===== src/rtl/core/ais_pkg.sv =====
// Package for the argsort index sorter: field widths, cell payload and control types,
// and the controller state encoding. Depends on nothing.
`default_nettype none

package ais_pkg;

    localparam int unsigned VALUE_W = 32;
    localparam int unsigned POS_W   = 6;

    typedef logic signed [VALUE_W-1:0] key_t;
    typedef logic        [POS_W-1:0]   pos_t;

    // One stored entry: the value and its arrival index.
    typedef struct packed {
        key_t key;
        pos_t pos;
    } entry_t;

    // Broadcast control from the controller to every cell.
    typedef struct packed {
        logic insert;   // place the broadcast entry, shift greater entries up
        logic drain;    // shift every entry down by one cell
    } cell_ctrl_t;

    typedef enum logic [0:0] {
        ST_LOAD  = 1'b0,
        ST_DRAIN = 1'b1
    } ctrl_state_t;

endpackage

`default_nettype wire


===== src/rtl/core/ais_cell.sv =====
// One cell of the insertion chain: holds one entry and hands it up or down.
// Depends on ais_pkg.
`default_nettype none

module ais_cell (
    input  wire logic                aclk,
    input  wire ais_pkg::cell_ctrl_t ctrl,
    input  wire ais_pkg::entry_t     new_entry,     // broadcast entry to insert
    input  wire logic                occupied,      // this cell holds a live entry
    input  wire logic                prev_occupied, // lower neighbor is live
    input  wire logic                prev_gt,       // lower neighbor is greater
    input  wire ais_pkg::entry_t     prev_entry,
    input  wire ais_pkg::entry_t     next_entry,
    output      ais_pkg::entry_t     entry,
    output      logic                gt
);

    ais_pkg::entry_t entry_reg;
    ais_pkg::entry_t entry_next;

    // Strictly greater only, so equal values keep arrival order.
    assign gt    = occupied && (entry_reg.key > new_entry.key);
    assign entry = entry_reg;

    always_comb begin
        entry_next = entry_reg;
        if (ctrl.insert && (gt || !occupied)) begin
            if (prev_gt) begin
                entry_next = prev_entry;
            end else if (prev_occupied) begin
                entry_next = new_entry;
            end
        end else if (ctrl.drain) begin
            entry_next = next_entry;
        end
    end

    always_ff @(posedge aclk) begin
        entry_reg <= entry_next;
    end

endmodule

`default_nettype wire


===== config.mk =====
export PLATFORM = sky130hd
export DESIGN_NAME = ais_cell
export DESIGN_NICKNAME = d
export VERILOG_FILES = /design/src/rtl/core/ais_pkg.sv /design/src/rtl/core/ais_cell.sv
export SDC_FILE = /design/constraint.sdc
export NUM_CORES = 1
export LEC_CHECK = 0
export BUFFER_PORTS_ARGS = -buffer_cell sky130_fd_sc_hd__buf_2
export CAP_MARGIN = 20
export CORE_MARGIN = 5
export CORE_UTILIZATION = 46
export CTS_BUF_LIST = sky130_fd_sc_hd__clkbuf_2
export CTS_CLUSTER_DIAMETER = 40
export DETAILED_ROUTE_END_ITERATION = 10
export PLACE_DENSITY = 0.82
export SLEW_MARGIN = 0
export SYNTH_ARGS = -nofsm -noshare
export SYNTH_HDL_FRONTEND = slang
export SYNTH_SLANG_ARGS = --single-unit

===== constraint.sdc =====
create_clock -name aclk -period 6.8 [get_ports aclk]
set_input_delay 0.68 -clock aclk [delete_from_list [all_inputs] [get_ports aclk]]
set_output_delay 0.68 -clock aclk [all_outputs]
set_load 0.05 [all_outputs]

==> impl_metrics.yaml <==
run_status:
  status: "completed"
power:
  power_density_mw_per_mm2: 244
  ir_drop_uv: 147
  finalPower_mw: 0.932
  leakagePower_nw: 1.93
finish:
  largest_reg_flops: 38
  stdcell_area_mm2: 0.00382
  nNetsFinal: 592
  multi_input_area_mm2: 0.00158
  seqCellArea_mm2: 0.00114
  stdcell_count: 516
  drive_gt1_share_pct: 48.8
  n_antenna_cell: 0
  area_growth_pct: 32.7
  num-fill-cells: 511
min_path:
  hp-class: "input pin to flop"
timing:
  slew_viol_final: 0
  setup_ws_ns: 3.16
  rsz0062_at_grt: "no"
  period_minus_slack_ns: 3.64
  fin_crit_sh_pct: 53.6
  setup_viol: 0
  timing.fmax_mhz: 275
  worst_pin_slew_ns: 0.508
  tns_ns: 0
  slew_headroom_pct: 66.1
  hold_viol: 0
  finClkSkew_ns: 0.0125
clock_tree:
  insertion_delay_ns: 0.37
  cts_hold_buf: 0
  root_buffer: "clkbuf_2"
  clk_pin_slew_ns: 0.19
  cts_setup_buffers: 0
  numCtsBuffers: 5
  cts_sinks: 38
  cts_resized: 0
  cts_buffer_depth: 2
  cts_tree: "yes"
  htreeDepth: 2
worst_setup_path:
  cp.depth: 8
  path_buf_inv: 1
  startpoint_type: "flop"
  rrSetupSlack_ns: 3.34
  startpoint: "entry[37]$_DFFE_PP_"
  cp.required_ns: 6.12
  critPathCaptureType: "output port"
  crit_top_cell: "nor3_1"
  slowest_stage: "or4_4"
  reg2reg_depth: 9
  path_max_fanout: 6
  crit_type: "flop to output port"
  cp_slowest_stage_delay_ns: 0.59
  regToRegEndpoint: "entry[16]$_DFFE_PP_"
  crit_end: "gt"
  crit_arrival_ns: 2.96
  crit_path_cell_trace: "ha_1, nand4_1, or4_4, nor3_1, nor3_1, o32a_1, and3_1, buf_2"
  reg2reg_from: "entry[37]$_DFFE_PP_"
  path_delay_family: "simple AND/OR/NAND/NOR gates"
yosys:
  async_flop_share_pct: 0
  synthAdderAreaFrac_pct: 13.9
  syn-cell-area_mm2: 0.00288
  ys_seq_elements: 38
  yosys.area_share.xor_xnor_pct: 0
  ys_warn_count: 0
  avgSynthCellArea_um2: 10.2
  synth_top_area_share_pct: 39.6
  ys_top_cells_by_area: "edfxtp_1 40%, mux2_2 14%, ha_1 14%"
  synth_edf_count: 38
  ys_seq_area_share_pct: 39.6
  synth_top_area_cell: "edfxtp_1"
  syn_inst: 283
  synth-compound-area-share_pct: 11.5
  syn_nets: 435
  synth-simple-area-share_pct: 9.16
  yosysUniqueCellTypes: 28
  muxShareOfSynthArea_pct: 19.1
  synthFlopType: "edfxtp_1"
  synth_top_family_by_area: "multiplexers"
routing:
  drtAntennaViolNets: 0
  drc: 0
  drt_first_pass_iters: 4
  route.vias.total: 2651
  drt-initial-drc-count: 88
  wl_per_cell_um: 15.0
  routed_wl_um: 7760
  viasPerCell: 5.14
floorplan:
  num_rows: 28
  die_h_um: 89.2
  pin_count: 159
  die_w_um: 89.2
  initial_core_util_pct: 48.1
  dieArea_mm2: 0.00795
  core_area_mm2: 0.00599
global_routing:
  grt_max_degree: 71
  globalRouteOverflowTotal: 0
  track_usage_pct: 18.8
  grt_pass1_wl_um: 11500
  grt_pass1_vias: 2655
  antenna_found_initial: 0
placed_design:
  dp_slack_ns: 2.72
  placed_area_mm2: 0.00375
  dp_cells: 506
  hpwl_um: 6350
  portBuffers: 158
  gp_congestion: 0.834
flow_run:
  max_cap_violations: 0
cell usage after synthesis (2+ instances only):
master / count
nand2_1: 40
buf_2: 2
edfxtp_1: 38
ha_1: 32
mux2_2: 36
nand4_1: 8
mux2_4: 9
nand3_1: 3
o211ai_1: 2
o21ai_0: 36
clkbuf_1: 8
a21oi_1: 16
inv_1: 36
nor3_1: 3
stage by stage:
stage          utilization [%]  hold slack, ns
2_1_floorplan                -           0.898
3_3_place_gp              62.7           0.982
6_report                  63.8           0.590
3_5_place_dp              62.7           0.985
4_1_cts                   63.3           0.549
5_1_grt                   63.8           0.527
power breakdown:
| part | internal (mW) | switching, mW | total (mW) |
|---|---|---|---|
| Clock | 0.0220 | 0.0711 | 0.0931 |
| Sequential | 0.323 | 0.0228 | 0.346 |
| Combinational | 0.172 | 0.321 | 0.493 |
kinds of logic (layout without fill, tap and decap cells):
group | Yosys count | after routing
AOI/OAI and AO/OA | 60 | 60
buffers and inverters | 48 | 206
muxes | 46 | 46
DFF | 38 | 38
adders and majority gates | 32 | 32
and+or+nand+nor | 59 | 59
worst register-to-register path, delay by kind of cell, from the launching register on:
family | cells | cell delay, ns
fa+ha+maj | 1 | 0.44
buf+inv | 2 | 0.45
compound gates | 3 | 0.80
simple gates | 2 | 0.78
flops | 1 | 0.44
mux | 1 | 0.33
area by class of cell:
class / instances / area share [%]
repair buffers: 162 / 22.0
inverters: 36 / 3.53
clock inverters: 3 / 0.294
multi-input cells: 197 / 41.2
clock buffers: 5 / 0.654
well taps: 75 / 2.45
flip-flops and latches: 38 / 29.8
worst min path at each step:
stage	start	to	depth (start not counted)
floorplan	next_entry[28]	entry[28]$_DFFE_PP_	1
global placement	next_entry[8]	entry[8]$_DFFE_PP_	2
detailed placement	next_entry[12]	entry[12]$_DFFE_PP_	2
CTS	next_entry[6]	entry[6]$_DFFE_PP_	2
global route	next_entry[6]	entry[6]$_DFFE_PP_	2
finish	next_entry[14]	entry[14]$_DFFE_PP_	2
routing by layer:
metal	part of all wire, %	GRT usage (%)	vias to the layer above
met5	0	0	-
met4	1.4	6.09	0
met3	7.6	3.78	7
met2	52	33.7	99
met1	39	22.4	1208
li1	-	-	1337
placed cells by master, fill, tap and decap left out, types with 2 or more instances in the layout:
cell type / count
a21oi_1: 16
buf_2: 158
buf_4: 2
clkbuf_2: 5
clkinv_1: 3
edfxtp_1: 38
ha_1: 32
inv_1: 36
mux2_2: 36
mux2_4: 9
nand2_1: 40
nand3_1: 3
nand4_1: 8
nor3_1: 3
o211ai_1: 2
o21ai_0: 36
(Power assumes the default switching activity.)
